`config.mk`:
```
export PLATFORM = sky130hd
export DESIGN_NAME = capture_stability_trigger_unit
export DESIGN_NICKNAME = d
export VERILOG_FILES = /design/src/rtl/core/cst_pkg.sv /design/src/rtl/core/cst_cell.sv /design/src/rtl/core/cst_dist.sv /design/src/rtl/core/capture_stability_trigger_unit.sv
export SDC_FILE = /design/constraint.sdc
export NUM_CORES = 2
export LEC_CHECK = 0
export ABC_AREA = 1
export CORE_AREA = 2 2 316 380
export DETAILED_ROUTE_END_ITERATION = 12
export DIE_AREA = 0 0 318 382
export DONT_BUFFER_PORTS = 1
export GPL_TIMING_DRIVEN = 0
export PLACE_DENSITY = 0.8
export SLEW_MARGIN = 20
export SYNTH_ARGS = -nofsm -noshare
export SYNTH_HDL_FRONTEND = slang
export SYNTH_SLANG_ARGS = --single-unit
export TNS_END_PERCENT = 20
```
`constraint.sdc`:
```
create_clock -name clk_i -period 21.6 [get_ports clk_i]
set_input_delay 4.32 -clock clk_i [delete_from_list [all_inputs] [get_ports clk_i]]
set_output_delay 4.32 -clock clk_i [all_outputs]
set_load 0.005 [all_outputs]
```
`src/rtl/core/cst_pkg.sv`:
```
// cst_pkg: shared widths, register codes, reset values and the control
// structs between the window walk and the distance unit
// no dependencies
`timescale 1ns / 1ps

package cst_pkg;

  // parameter defaults
  localparam int unsigned WINDOW_MAX_DEF = 16;
  localparam int unsigned COORD_BITS_DEF = 12;

  // fixed field widths
  localparam int unsigned BOX_W      = 12;
  localparam int unsigned SHARP_W    = 32;
  localparam int unsigned FRAC_W     = 17;
  localparam int unsigned MOVE_W     = 25;
  localparam int unsigned WLEN_W     = 5;
  localparam int unsigned CFG_IDX_W  = 3;
  localparam int unsigned CFG_DATA_W = 32;

  // configuration register indexes
  typedef enum logic [CFG_IDX_W-1:0] {
    REG_WINDOW_LEN    = 3'd0,
    REG_MOVE_LIM_SQ   = 3'd1,
    REG_SHARP_FLOOR   = 3'd2,
    REG_MAX_CLIP_LOW  = 3'd3,
    REG_MAX_CLIP_HIGH = 3'd4,
    REG_COV_FLOOR     = 3'd5,
    REG_MIN_BOX_WIDTH = 3'd6
  } cfg_reg_e;

  // register reset values
  localparam logic [WLEN_W-1:0]  RST_WINDOW_LEN    = 5'd5;
  localparam logic [MOVE_W-1:0]  RST_MOVE_LIM_SQ   = 25'd400;
  localparam logic [SHARP_W-1:0] RST_SHARP_FLOOR   = 32'd25600;
  localparam logic [FRAC_W-1:0]  RST_MAX_CLIP_LOW  = 17'd3277;
  localparam logic [FRAC_W-1:0]  RST_MAX_CLIP_HIGH = 17'd3277;
  localparam logic [FRAC_W-1:0]  RST_COV_FLOOR     = 17'd62259;
  localparam logic [BOX_W-1:0]   RST_MIN_BOX_WIDTH = 12'd0;

  // one entry issued to the distance unit
  typedef struct packed {
    logic valid;
    logic check;
  } dist_ctl_t;

  // distance unit verdict
  typedef struct packed {
    logic valid;
    logic over;
  } dist_res_t;

endpackage

```
`src/rtl/core/cst_cell.sv`:
```
// cst_cell: one stage of the frame window ring, holds one packed entry
// (corners and quality-and-size flag) and passes it on when shifted
// depends on nothing
`timescale 1ns / 1ps

module cst_cell #(
  parameter int unsigned ENTRY_W = 53
) (
  input  logic               clk_i,
  input  logic               shift_i,
  input  logic [ENTRY_W-1:0] d_i,
  output logic [ENTRY_W-1:0] q_o
);

  logic [ENTRY_W-1:0] entry_q;
  logic [ENTRY_W-1:0] entry_d;

  // take the neighbor's entry on a shift, else hold
  always_comb begin
    entry_d = shift_i ? d_i : entry_q;
  end

  always_ff @(posedge clk_i) begin
    entry_q <= entry_d;
  end

  assign q_o = entry_q;

endmodule

```
`src/rtl/core/cst_dist.sv`:
```
// cst_dist: pipelined corner distance check, absolute differences, squares,
// then sums against the move limit
// depends on cst_pkg
`timescale 1ns / 1ps

module cst_dist #(
  parameter int unsigned COORD_BITS = cst_pkg::COORD_BITS_DEF
) (
  input  logic                                 clk_i,
  input  logic                                 rst_ni,
  input  cst_pkg::dist_ctl_t                   ctl_i,
  input  logic [4*(COORD_BITS+1)-1:0]          ent_i,
  input  logic [4*(COORD_BITS+1)-1:0]          ref_i,
  input  logic [cst_pkg::MOVE_W-1:0]           move_lim_sq_i,
  output cst_pkg::dist_res_t                   res_o
);

  import cst_pkg::*;

  localparam int unsigned CW    = COORD_BITS + 1;
  localparam int unsigned SQ_W  = 2 * CW;
  localparam int unsigned SUM_W = SQ_W + 1;
  localparam int unsigned CMP_W = (SUM_W > MOVE_W) ? SUM_W : MOVE_W;

  logic [CW-1:0]   diff_d [4];
  logic [CW-1:0]   diff_q [4];
  logic [SQ_W-1:0] sq_d   [4];
  logic [SQ_W-1:0] sq_q   [4];
  logic            a_valid_q;
  logic            a_valid_d;
  logic            b_valid_q;
  logic            b_valid_d;
  logic [SUM_W-1:0] sum_tl;
  logic [SUM_W-1:0] sum_br;

  // absolute difference per coordinate, order x0 y0 x1 y1
  always_comb begin
    logic [CW-1:0] a;
    logic [CW-1:0] b;
    for (int k = 0; k < 4; k++) begin
      a = ent_i[(3-k)*CW +: CW];
      b = ref_i[(3-k)*CW +: CW];
      diff_d[k] = (a >= b) ? (a - b) : (b - a);
    end
  end

  // squares of the registered differences
  always_comb begin
    for (int k = 0; k < 4; k++) begin
      sq_d[k] = SQ_W'(diff_q[k]) * SQ_W'(diff_q[k]);
    end
  end

  assign a_valid_d = ctl_i.valid & ctl_i.check;
  assign b_valid_d = a_valid_q;

  always_ff @(posedge clk_i or negedge rst_ni) begin
    if (!rst_ni) begin
      a_valid_q <= 1'b0;
      b_valid_q <= 1'b0;
    end else begin
      a_valid_q <= a_valid_d;
      b_valid_q <= b_valid_d;
    end
  end

  always_ff @(posedge clk_i) begin
    diff_q <= diff_d;
    sq_q   <= sq_d;
  end

  // squared distance per corner against the limit
  assign sum_tl = SUM_W'(sq_q[0]) + SUM_W'(sq_q[1]);
  assign sum_br = SUM_W'(sq_q[2]) + SUM_W'(sq_q[3]);

  always_comb begin
    res_o.valid = b_valid_q;
    res_o.over  = (CMP_W'(sum_tl) > CMP_W'(move_lim_sq_i)) ||
                  (CMP_W'(sum_br) > CMP_W'(move_lim_sq_i));
  end

endmodule

```
`src/rtl/core/capture_stability_trigger_unit.sv`:
```
// capture_stability_trigger_unit: per-frame capture decision over a window
// of recent region boxes; uses cst_pkg, cst_cell and cst_dist
//
// channel  direction  transfer                      payload
// in       input      in_valid_i & in_ready_o       region_found_i .. coverage_i
// out      output     out_valid_o & out_ready_i     qual_pass_o .. capture_fire_o
// cfg      input      cfg_we_i, every asserted edge cfg_index_i, cfg_wdata_i
//
// a record with a region: after the accept, the ring of WINDOW_MAX cells
// is rotated once past a single distance unit, one cell a cycle, then the
// distance pipeline drains and the result is written to the output
// register. a record without a region goes from the accept straight to the
// result. reset empties the window and loads the register defaults; cell
// contents are not cleared. a stalled result sits in the output register
// while the next record is taken; the block then waits in its result state
// until the output register is free.
`timescale 1ns / 1ps

module capture_stability_trigger_unit #(
  parameter int unsigned WINDOW_MAX = cst_pkg::WINDOW_MAX_DEF,
  parameter int unsigned COORD_BITS = cst_pkg::COORD_BITS_DEF
) (
  input  logic                             clk_i,
  input  logic                             rst_ni,
  // configuration
  input  logic                             cfg_we_i,
  input  logic [cst_pkg::CFG_IDX_W-1:0]    cfg_index_i,
  input  logic [cst_pkg::CFG_DATA_W-1:0]   cfg_wdata_i,
  // probe record
  input  logic                             in_valid_i,
  output logic                             in_ready_o,
  input  logic                             region_found_i,
  input  logic [cst_pkg::BOX_W-1:0]        box_left_i,
  input  logic [cst_pkg::BOX_W-1:0]        box_top_i,
  input  logic [cst_pkg::BOX_W-1:0]        box_width_i,
  input  logic [cst_pkg::BOX_W-1:0]        box_height_i,
  input  logic [cst_pkg::SHARP_W-1:0]      sharpness_i,
  input  logic [cst_pkg::FRAC_W-1:0]       clip_low_frac_i,
  input  logic [cst_pkg::FRAC_W-1:0]       clip_high_frac_i,
  input  logic [cst_pkg::FRAC_W-1:0]       coverage_i,
  // decision
  output logic                             out_valid_o,
  input  logic                             out_ready_i,
  output logic                             qual_pass_o,
  output logic                             size_ok_o,
  output logic                             stable_o,
  output logic                             capture_fire_o
);

  import cst_pkg::*;

  localparam int unsigned CW      = COORD_BITS + 1;
  localparam int unsigned CORN_W  = 4 * CW;
  localparam int unsigned ENTRY_W = CORN_W + 1;
  localparam int unsigned IDX_W   = (WINDOW_MAX > 1) ? $clog2(WINDOW_MAX) : 1;
  localparam int unsigned LEN_W   = $clog2(WINDOW_MAX + 1);

  typedef enum logic [3:0] {
    ST_IDLE  = 4'b0001,
    ST_WALK  = 4'b0010,
    ST_DRAIN = 4'b0100,
    ST_DONE  = 4'b1000
  } state_e;

  // configuration registers
  logic [WLEN_W-1:0]  window_len_q;
  logic [MOVE_W-1:0]  move_lim_sq_q;
  logic [SHARP_W-1:0] sharp_floor_q;
  logic [FRAC_W-1:0]  max_clip_low_q;
  logic [FRAC_W-1:0]  max_clip_high_q;
  logic [FRAC_W-1:0]  cov_floor_q;
  logic [BOX_W-1:0]   min_box_width_q;

  // control and payload state
  state_e             state_q, state_d;
  logic [IDX_W-1:0]   idx_q, idx_d;
  logic               drain_q, drain_d;
  logic               fail_q, fail_d;
  logic               ok_all_q, ok_all_d;
  logic               full_q, full_d;
  logic [LEN_W-1:0]   fill_q, fill_d;
  logic               qual_q, qual_d;
  logic               size_q, size_d;
  logic [CORN_W-1:0]  ref_q, ref_d;
  logic               out_valid_q, out_valid_d;
  logic               out_qual_q, out_qual_d;
  logic               out_size_q, out_size_d;
  logic               out_stable_q, out_stable_d;
  logic               out_capture_q, out_capture_d;

  // window ring
  logic [ENTRY_W-1:0] cell_q [WINDOW_MAX];
  logic [ENTRY_W-1:0] cell0_d;
  logic [ENTRY_W-1:0] tail;
  logic [ENTRY_W-1:0] new_entry;
  logic               append;
  logic               walk;

  // helpers
  logic [LEN_W-1:0]   len_eff;
  logic [LEN_W:0]     fill_inc;
  logic [LEN_W:0]     idx_inc;
  logic               quality;
  logic               size_ok;
  logic               in_window;
  logic               is_ref;
  logic               check;
  logic [COORD_BITS-1:0] left_c, top_c, width_c, height_c;
  dist_ctl_t          dist_ctl;
  dist_res_t          dist_res;

  // configuration writes
  always_ff @(posedge clk_i or negedge rst_ni) begin
    if (!rst_ni) begin
      window_len_q    <= RST_WINDOW_LEN;
      move_lim_sq_q   <= RST_MOVE_LIM_SQ;
      sharp_floor_q   <= RST_SHARP_FLOOR;
      max_clip_low_q  <= RST_MAX_CLIP_LOW;
      max_clip_high_q <= RST_MAX_CLIP_HIGH;
      cov_floor_q     <= RST_COV_FLOOR;
      min_box_width_q <= RST_MIN_BOX_WIDTH;
    end else if (cfg_we_i) begin
      unique case (cfg_index_i)
        REG_WINDOW_LEN:    window_len_q    <= cfg_wdata_i[WLEN_W-1:0];
        REG_MOVE_LIM_SQ:   move_lim_sq_q   <= cfg_wdata_i[MOVE_W-1:0];
        REG_SHARP_FLOOR:   sharp_floor_q   <= cfg_wdata_i[SHARP_W-1:0];
        REG_MAX_CLIP_LOW:  max_clip_low_q  <= cfg_wdata_i[FRAC_W-1:0];
        REG_MAX_CLIP_HIGH: max_clip_high_q <= cfg_wdata_i[FRAC_W-1:0];
        REG_COV_FLOOR:     cov_floor_q     <= cfg_wdata_i[FRAC_W-1:0];
        REG_MIN_BOX_WIDTH: min_box_width_q <= cfg_wdata_i[BOX_W-1:0];
        default: ;
      endcase
    end
  end

  // effective window length, zero acts as one, clamped to the ring size
  always_comb begin
    if (window_len_q == '0) begin
      len_eff = LEN_W'(1);
    end else if (32'(window_len_q) > 32'(WINDOW_MAX)) begin
      len_eff = LEN_W'(WINDOW_MAX);
    end else begin
      len_eff = LEN_W'(window_len_q);
    end
  end

  // frame checks and the new window entry
  assign left_c   = COORD_BITS'(box_left_i);
  assign top_c    = COORD_BITS'(box_top_i);
  assign width_c  = COORD_BITS'(box_width_i);
  assign height_c = COORD_BITS'(box_height_i);

  assign quality = (sharpness_i >= sharp_floor_q) &&
                   (clip_low_frac_i <= max_clip_low_q) &&
                   (clip_high_frac_i <= max_clip_high_q) &&
                   (coverage_i >= cov_floor_q);
  assign size_ok = (32'(width_c) >= 32'(min_box_width_q));

  assign new_entry = {quality & size_ok,
                      CW'(left_c), CW'(top_c),
                      CW'(left_c) + CW'(width_c),
                      CW'(top_c) + CW'(height_c)};

  // ring of cells, appended at the head, rotated through the tail
  assign tail    = cell_q[WINDOW_MAX-1];
  assign cell0_d = append ? new_entry : tail;

  for (genvar j = 0; j < WINDOW_MAX; j++) begin : g_cell
    cst_cell #(
      .ENTRY_W (ENTRY_W)
    ) u_cell (
      .clk_i   (clk_i),
      .shift_i (append | walk),
      .d_i     ((j == 0) ? cell0_d : cell_q[(j == 0) ? 0 : j - 1]),
      .q_o     (cell_q[j])
    );
  end

  // tail position relative to the window
  assign fill_inc  = (LEN_W + 1)'(fill_q) + 1'b1;
  assign idx_inc   = (LEN_W + 1)'(idx_q) + 1'b1;
  assign in_window = (LEN_W'(idx_q) < len_eff);
  assign is_ref    = (idx_inc == (LEN_W + 1)'(len_eff));
  assign check     = (idx_inc < (LEN_W + 1)'(len_eff));

  // sequencer
  always_comb begin
    state_d       = state_q;
    idx_d         = idx_q;
    drain_d       = drain_q;
    fail_d        = fail_q;
    ok_all_d      = ok_all_q;
    full_d        = full_q;
    fill_d        = fill_q;
    qual_d        = qual_q;
    size_d        = size_q;
    ref_d         = ref_q;
    out_valid_d   = out_valid_q & ~out_ready_i;
    out_qual_d    = out_qual_q;
    out_size_d    = out_size_q;
    out_stable_d  = out_stable_q;
    out_capture_d = out_capture_q;
    append        = 1'b0;
    walk          = 1'b0;
    dist_ctl      = '0;

    unique case (state_q)
      ST_IDLE: begin
        if (in_valid_i) begin
          fail_d = 1'b0;
          if (region_found_i) begin
            append   = 1'b1;
            qual_d   = quality;
            size_d   = size_ok;
            ok_all_d = 1'b1;
            full_d   = (fill_inc >= (LEN_W + 1)'(len_eff));
            fill_d   = (fill_inc > (LEN_W + 1)'(len_eff)) ? len_eff : LEN_W'(fill_inc);
            idx_d    = IDX_W'(WINDOW_MAX - 1);
            state_d  = ST_WALK;
          end else begin
            // no region empties the window and clears every flag
            qual_d   = 1'b0;
            size_d   = 1'b0;
            ok_all_d = 1'b0;
            full_d   = 1'b0;
            fill_d   = '0;
            state_d  = ST_DONE;
          end
        end
      end
      ST_WALK: begin
        walk           = 1'b1;
        dist_ctl.valid = 1'b1;
        dist_ctl.check = check;
        if (in_window) begin
          ok_all_d = ok_all_q & tail[ENTRY_W-1];
        end
        if (is_ref) begin
          ref_d = tail[CORN_W-1:0];
        end
        if (idx_q == '0) begin
          drain_d = 1'b0;
          state_d = ST_DRAIN;
        end else begin
          idx_d = idx_q - 1'b1;
        end
      end
      ST_DRAIN: begin
        if (drain_q) begin
          state_d = ST_DONE;
        end else begin
          drain_d = 1'b1;
        end
      end
      ST_DONE: begin
        if (!out_valid_q || out_ready_i) begin
          out_valid_d   = 1'b1;
          out_qual_d    = qual_q;
          out_size_d    = size_q;
          out_stable_d  = full_q & ~fail_q;
          out_capture_d = full_q & ~fail_q & ok_all_q;
          state_d       = ST_IDLE;
        end
      end
      default: state_d = ST_IDLE;
    endcase

    // any corner past the limit breaks stability
    if (dist_res.valid && dist_res.over) begin
      fail_d = 1'b1;
    end
  end

  // distance unit against the oldest entry
  cst_dist #(
    .COORD_BITS (COORD_BITS)
  ) u_dist (
    .clk_i         (clk_i),
    .rst_ni        (rst_ni),
    .ctl_i         (dist_ctl),
    .ent_i         (tail[CORN_W-1:0]),
    .ref_i         (ref_q),
    .move_lim_sq_i (move_lim_sq_q),
    .res_o         (dist_res)
  );

  // control registers
  always_ff @(posedge clk_i or negedge rst_ni) begin
    if (!rst_ni) begin
      state_q     <= ST_IDLE;
      idx_q       <= '0;
      drain_q     <= 1'b0;
      fail_q      <= 1'b0;
      ok_all_q    <= 1'b0;
      full_q      <= 1'b0;
      fill_q      <= '0;
      out_valid_q <= 1'b0;
    end else begin
      state_q     <= state_d;
      idx_q       <= idx_d;
      drain_q     <= drain_d;
      fail_q      <= fail_d;
      ok_all_q    <= ok_all_d;
      full_q      <= full_d;
      fill_q      <= fill_d;
      out_valid_q <= out_valid_d;
    end
  end

  // payload registers
  always_ff @(posedge clk_i) begin
    qual_q        <= qual_d;
    size_q        <= size_d;
    ref_q         <= ref_d;
    out_qual_q    <= out_qual_d;
    out_size_q    <= out_size_d;
    out_stable_q  <= out_stable_d;
    out_capture_q <= out_capture_d;
  end

  assign in_ready_o     = (state_q == ST_IDLE);
  assign out_valid_o    = out_valid_q;
  assign qual_pass_o    = out_qual_q;
  assign size_ok_o      = out_size_q;
  assign stable_o       = out_stable_q;
  assign capture_fire_o = out_capture_q;

  // a record without a region empties the window
  assert property (@(posedge clk_i) disable iff (!rst_ni)
    in_valid_i && in_ready_o && !region_found_i |=> fill_q == '0)
    else $error("window not emptied after a record without a region");

  // capture only ever comes with stability
  assert property (@(posedge clk_i) disable iff (!rst_ni)
    out_valid_o && capture_fire_o |-> stable_o)
    else $error("capture without stability");

  // distance verdicts arrive only while the window walk is in flight
  assert property (@(posedge clk_i) disable iff (!rst_ni)
    dist_res.valid |-> (state_q == ST_WALK) || (state_q == ST_DRAIN))
    else $error("distance verdict outside the window walk");

  // while the window is walked, it never holds more than the effective length
  assert property (@(posedge clk_i) disable iff (!rst_ni)
    (state_q == ST_WALK) |-> fill_q <= len_eff)
    else $error("window fill beyond its length");

endmodule
```
=== Word level (Yosys, flattened, before mapping) ===
Cells that the tools add are included.

* $add $sub $neg: 15
* Multiply operators: 4
* Magnitude comparators: 16
* Eq/ne operators: 18
* Multiplexer cells: 35
* Bitwise gates (word level): 9
* Reductions and logical operators: 29

{| class="wikitable"
|+ Operators with widths
! kind !! count
|-
| 13-bit by 13-bit multiplier with 26-bit output || 4
|-
| 13-bit subtractor || 8
|-
| 26-bit by 26-bit adder with 27-bit output || 2
|-
| 27-bit by 25-bit greater-than comparator with 1-bit output || 2
|-
| 53-bit 2-to-1 mux || 1
|-
| 13-bit greater-or-equal comparator || 4
|-
| 13-bit 2-to-1 mux || 4
|-
| 17-bit less-or-equal comparator || 2
|-
| 32-bit greater-or-equal comparator || 1
|-
| 4-bit 2-to-1 mux || 8
|-
| 12-bit by 12-bit adder with 13-bit output || 2
|-
| 2-bit AND reduction || 12
|-
| 5-bit 2-to-1 mux || 4
|-
| 17-bit greater-or-equal comparator || 1
|-
| 4-bit case mux with 4 select lines || 1
|-
| 1-bit 2-to-1 mux || 13
|-
| 12-bit greater-or-equal comparator || 1
|-
| 2-bit != test, second input constant || 6
|-
| 3-bit equality test, second input constant || 3
|-
| 4-bit case mux with 2 select lines || 1
|-
| 4-bit AND reduction || 2
|-
| 2-bit nonzero test || 4
|-
| 5-bit by 1-bit adder with 6-bit output, second input constant || 1
|-
| 1-bit bitwise AND || 6
|-
| 26 further kinds || 33
|}

* Register bits after elaboration: 1207
* Input port bits: 172
* Output and inout port bits: 6

=== Longest topological paths before layout ===
* Depth after elaboration: 6
* Depth in mapped cells: 24
* Gate-level depth less buffers: 23

=== Hierarchy ===
From an unflattened synthesis, not the netlist that was laid out.

* Cells, all modules: 6635
* Area, all modules: 69534.2 µm²

{| class="wikitable"
|+ By module, submodules not included
! module !! instances !! cells each !! area each (µm²)
|-
| cst_dist || 1 || 4329 || 32059.5
|-
| cst_cell || 16 || 53 || 1591.5
|-
| capture_stability_trigger_unit || 1 || 1458 || 12010.3
|}

=== Worst setup path after synthesis ===
OpenSTA, ideal clock, no wires.

* Path kind: input-to-reg
* Start: input port in_valid_i
* End: register g_cell[0].u_cell.entry_q[0] (enable)
* Setup time: 5940 ps
* Data arrival time: 18605 ps
* Required time: 15660 ps
* Path slack: -2944 ps
* Stages on the path: 8
* Path buffers: 2
* Path through: inv_1 > nor2_4 > inv_2 > nor2_8 > inv_2 > buf_6 > buf_6 > nand2_1

* Cells in the longest elaborated chain, start to end: 3

{| class="wikitable"
|+ Ends and longest elaborated chain
! what !! line !! text
|-
| start: declaration || capture_stability_trigger_unit.sv:30 || <nowiki>input logic in_valid_i,</nowiki>
|-
| 1-bit 2-to-1 mux || capture_stability_trigger_unit.sv:209 || <nowiki>if (in_valid_i) begin</nowiki>
|-
| 1-bit 2-to-1 mux || capture_stability_trigger_unit.sv:207 || <nowiki>unique case (state_q)</nowiki>
|-
| 1-bit bitwise OR || capture_stability_trigger_unit.sv:173 || <nowiki>.shift_i (append | walk),</nowiki>
|-
| via g_cell[0].u_cell.shift_i || cst_cell.sv:10 || <nowiki>input logic shift_i,</nowiki>
|-
| end signal: assignment || cst_cell.sv:24 || <nowiki>entry_q <= entry_d;</nowiki>
|-
| end: declaration || cst_cell.sv:15 || <nowiki>logic [ENTRY_W-1:0] entry_q;</nowiki>
|}

The timed path passes the listed nets, and every way through them passes these cells.
A chain may end at the register's enable or synchronous reset.

=== Final worst setup path ===
* Start: input port in_valid_i
* End: register g_cell[15].u_cell.entry_q[1] (enable)

* Cells in the longest elaborated chain, start to end: 3

{| class="wikitable"
|+ Ends and longest elaborated chain
! what !! line
|-
| 1-bit 2-to-1 mux || capture_stability_trigger_unit.sv:209
|-
| 1-bit 2-to-1 mux || capture_stability_trigger_unit.sv:207
|-
| 1-bit bitwise OR || --
|-
| via g_cell[0].u_cell.shift_i || cst_cell.sv:10
|-
| end signal: assignment || cst_cell.sv:24
|-
| end: declaration || cst_cell.sv:15
|}

The timed path passes the listed nets, and every way through them passes these cells.

==> impl_metrics.json <==
{
  "status": "completed",
  "antenna_found_initial": 13,
  "r2r_cells": 19,
  "drive_gt1_share_pct": 4.52,
  "syn_inst": 6513,
  "met3_length_um": 9920,
  "synth_edf_count": 906,
  "fmax_mhz": 119,
  "grt_pass1_wl_um": 245000,
  "wl_met1_um": 61800,
  "setup_viol": 0,
  "core_region_area_mm2": 0.118,
  "crit_arrival_ps": 8740,
  "startpoint_type": "input pin",
  "r2r_slack_ps": 15730,
  "viasPerCell": 5.44,
  "io_pins": 178,
  "start_util_pct": 58.7,
  "rr_startpoint": "u_dist.diff_q[21]",
  "ctsResizeCount": 0,
  "drtIter0Drc": 3820,
  "worstPathMaxFanout": 110,
  "period_share_pct": 38.8,
  "yosys.area.top_type": "edfxtp_1",
  "synth_warnings": 0,
  "syn_area_per_cell_um2": 10.6,
  "synth_top_cells_by_count": "inv_1 (1403), nand2_1 (1225), edfxtp_1 (906)",
  "cts_buffers": 106,
  "track_usage_pct": 26.0,
  "routedWlPerCell_um": 19.0,
  "crit_required_ps": 21960,
  "synth.most_common_cell": "inv_1",
  "synthTopCellsByArea": "edfxtp_1 (39%), fa_1 (11%), ha_1 (11%)",
  "grt_overflow_total": 0,
  "crit_type": "input pin to register",
  "place_congestion": 0.962,
  "cts_root_buf": "clkbuf_16",
  "post-cts-setup-buffers": 0,
  "dieWidth_um": 318,
  "cts_max_level": 3,
  "clockBufferDepth": 3,
  "drc_errors": 0,
  "worstMarginPinSlew_ps": 906,
  "cp-end-kind": "register",
  "hold_end": "u_dist.b_valid_q",
  "synthesis.nets": 7695,
  "synth_top_area_share_pct": 39.4,
  "final_nets": 7820,
  "ys_seq_area_share_pct": 49.1,
  "final.setup.tns_ps": 0,
  "min_path_type": "register to register",
  "rsz0062_at_grt": "no",
  "ys.flop_type": "edfxtp_1",
  "grt_pass1_vias": 46300,
  "dp_hpwl_um": 116000,
  "skew_ps": 60.7,
  "rows": 138,
  "cap_violations": 0,
  "dieArea_mm2": 0.121,
  "ys_ff_latch": 1203,
  "cts_tree": "done",
  "hold_violations": 0,
  "yosysUniqueCellTypes": 68,
  "r2r_end": "u_dist.sq_q[47]",
  "antenna_left": 0,
  "wl_met2_um": 78300,
  "portBuffers": 0,
  "netlist_area_mm2": 0.0691,
  "slew_violations": 0,
  "num_vias": 45000,
  "die_h_um": 382,
  "min_delay_path_depth": 0,
  "fin_crit_ps": 8380,
  "cts.reportedPaths.clkPinSlew_ps": 70,
  "async_flop_share_pct": 12.1,
  "cts_num_sinks": 1203,
  "wl_um": 157000,
  "grt_max_degree": 146,
  "drtPass1Iterations": 6,
  "clk_latency_ps": 730,
  "slew-limit-headroom_pct": 39.5,
  "routed.top_layer": "met5",
  "hp-start": "u_dist.a_valid_q",
  "holdBufCountCts": 0,
  "syn2layout_area_growth_pct": 8.44
}
## cell usage in the layout, fill, tap and decap left out, drive strengths merged, types with 5 or more instances in the layout
cell         n
clkbuf     242
o21ai      298
o311ai       5
or2         10
a31oi       21
clkinv      35
bufinv      11
o2111ai      6
o31ai        6
nand3      132
buf         44
nand4       44
dfrtp      112
inv       1418
a31o         5
a21boi       5
fa         392
edfxtp     906
nand2     1226
xor2       162
dfstp       33
o21a         9
o21bai      35
nor4        16
a21oi      317
diode       10
clkinvlp     8
nor2       230
nand3b       8
ha         618
dfxtp      152
nor3        40
xnor2       94
a221oi      15
a211oi       5
o22ai        6
o211ai       8
a21o        40
## routing by layer
| metal | global-route usage [%] | vias up |
|---|---|---|
| met3 | 3.96 | 374 |
| met4 | 11.5 | 2 |
| met1 | 32.2 | 21900 |
| met5 | 0 | - |
| met2 | 45.3 | 1525 |
| li1 | - | 21200 |
## layout make-up
type	instances	area [um^2]
fill	8859	42700
tap	1540	1930
multi-input combinational	3768	29300
inverter	1413	5300
antenna	10	25.0
clock buffer	140	2870
buffer	129	601
clock inverter	59	706
sequential	1203	33900
timing repair buffer	17	275
## worst max-delay path by stage
stage / startpoint / depth (start not counted) / endpoint
3_5_place_dp: in_valid_i / 14 / g_cell[15].u_cell.q_o[0]
6_report: in_valid_i / 14 / g_cell[15].u_cell.q_o[1]
5_1_grt: in_valid_i / 14 / g_cell[15].u_cell.q_o[0]
2_1_floorplan: in_valid_i / 8 / g_cell[0].u_cell.q_o[0]
3_3_place_gp: in_valid_i / 8 / g_cell[15].u_cell.q_o[0]
4_1_cts: in_valid_i / 14 / g_cell[15].u_cell.q_o[0]
## registers in the layout, summed over array words and instances, names as in the netlist, 4 cells and up
name	flops
min_box_width_q	12
max_clip_low_q	17
u_dist.diff_q	52
cov_floor_q	17
g_cell.u_cell.q_o	848
ref_q	52
fill_q	5
idx_q	4
window_len_q	5
state_q	4
sharp_floor_q	32
max_clip_high_q	17
move_lim_sq_q	25
u_dist.sq_q	100
## kinds of logic after synthesis
family | share of synthesized area, %
buffers and inverters | 8.55
DFF | 49.1
and+or+nand+nor | 10.1
muxes | 0.0453
AOI/OAI and AO/OA | 6.42
xor gates and xnor gates | 3.25
adders and majority gates | 22.6
## through the flow
| stage | hold WS [ps] | util [%] | std cells | instance area (um^2) | setup WS (ps) |
|---|---|---|---|---|---|
| global route | 377 | 63.7 | 8274 | 74900 | 12890 |
| floorplan | 331 | - | 6513 | 69100 | 5750 |
| finish | 367 | 63.7 | 8279 | 74900 | 13220 |
| CTS | 368 | 63.7 | 8269 | 74900 | 13250 |
| detailed placement | 336 | 60.6 | 8070 | 71300 | 12450 |
| global placement | 332 | 60.4 | 8053 | 71000 | 2080 |
## critical path: stages
cell,delay [ps]
inv_1,60
nor2_4,220
inv_2,150
nor2_8,190
inv_2,70
buf_6,160
buf_6,170
nand2_8,480
buf_16,470
buf_16,420
buf_16,430
buf_16,440
buf_16,350
buf_16,420
Power is left out: the tool's default activity adds up to more than one toggle a clock period on the data nets, which glitch-free logic cannot reach.
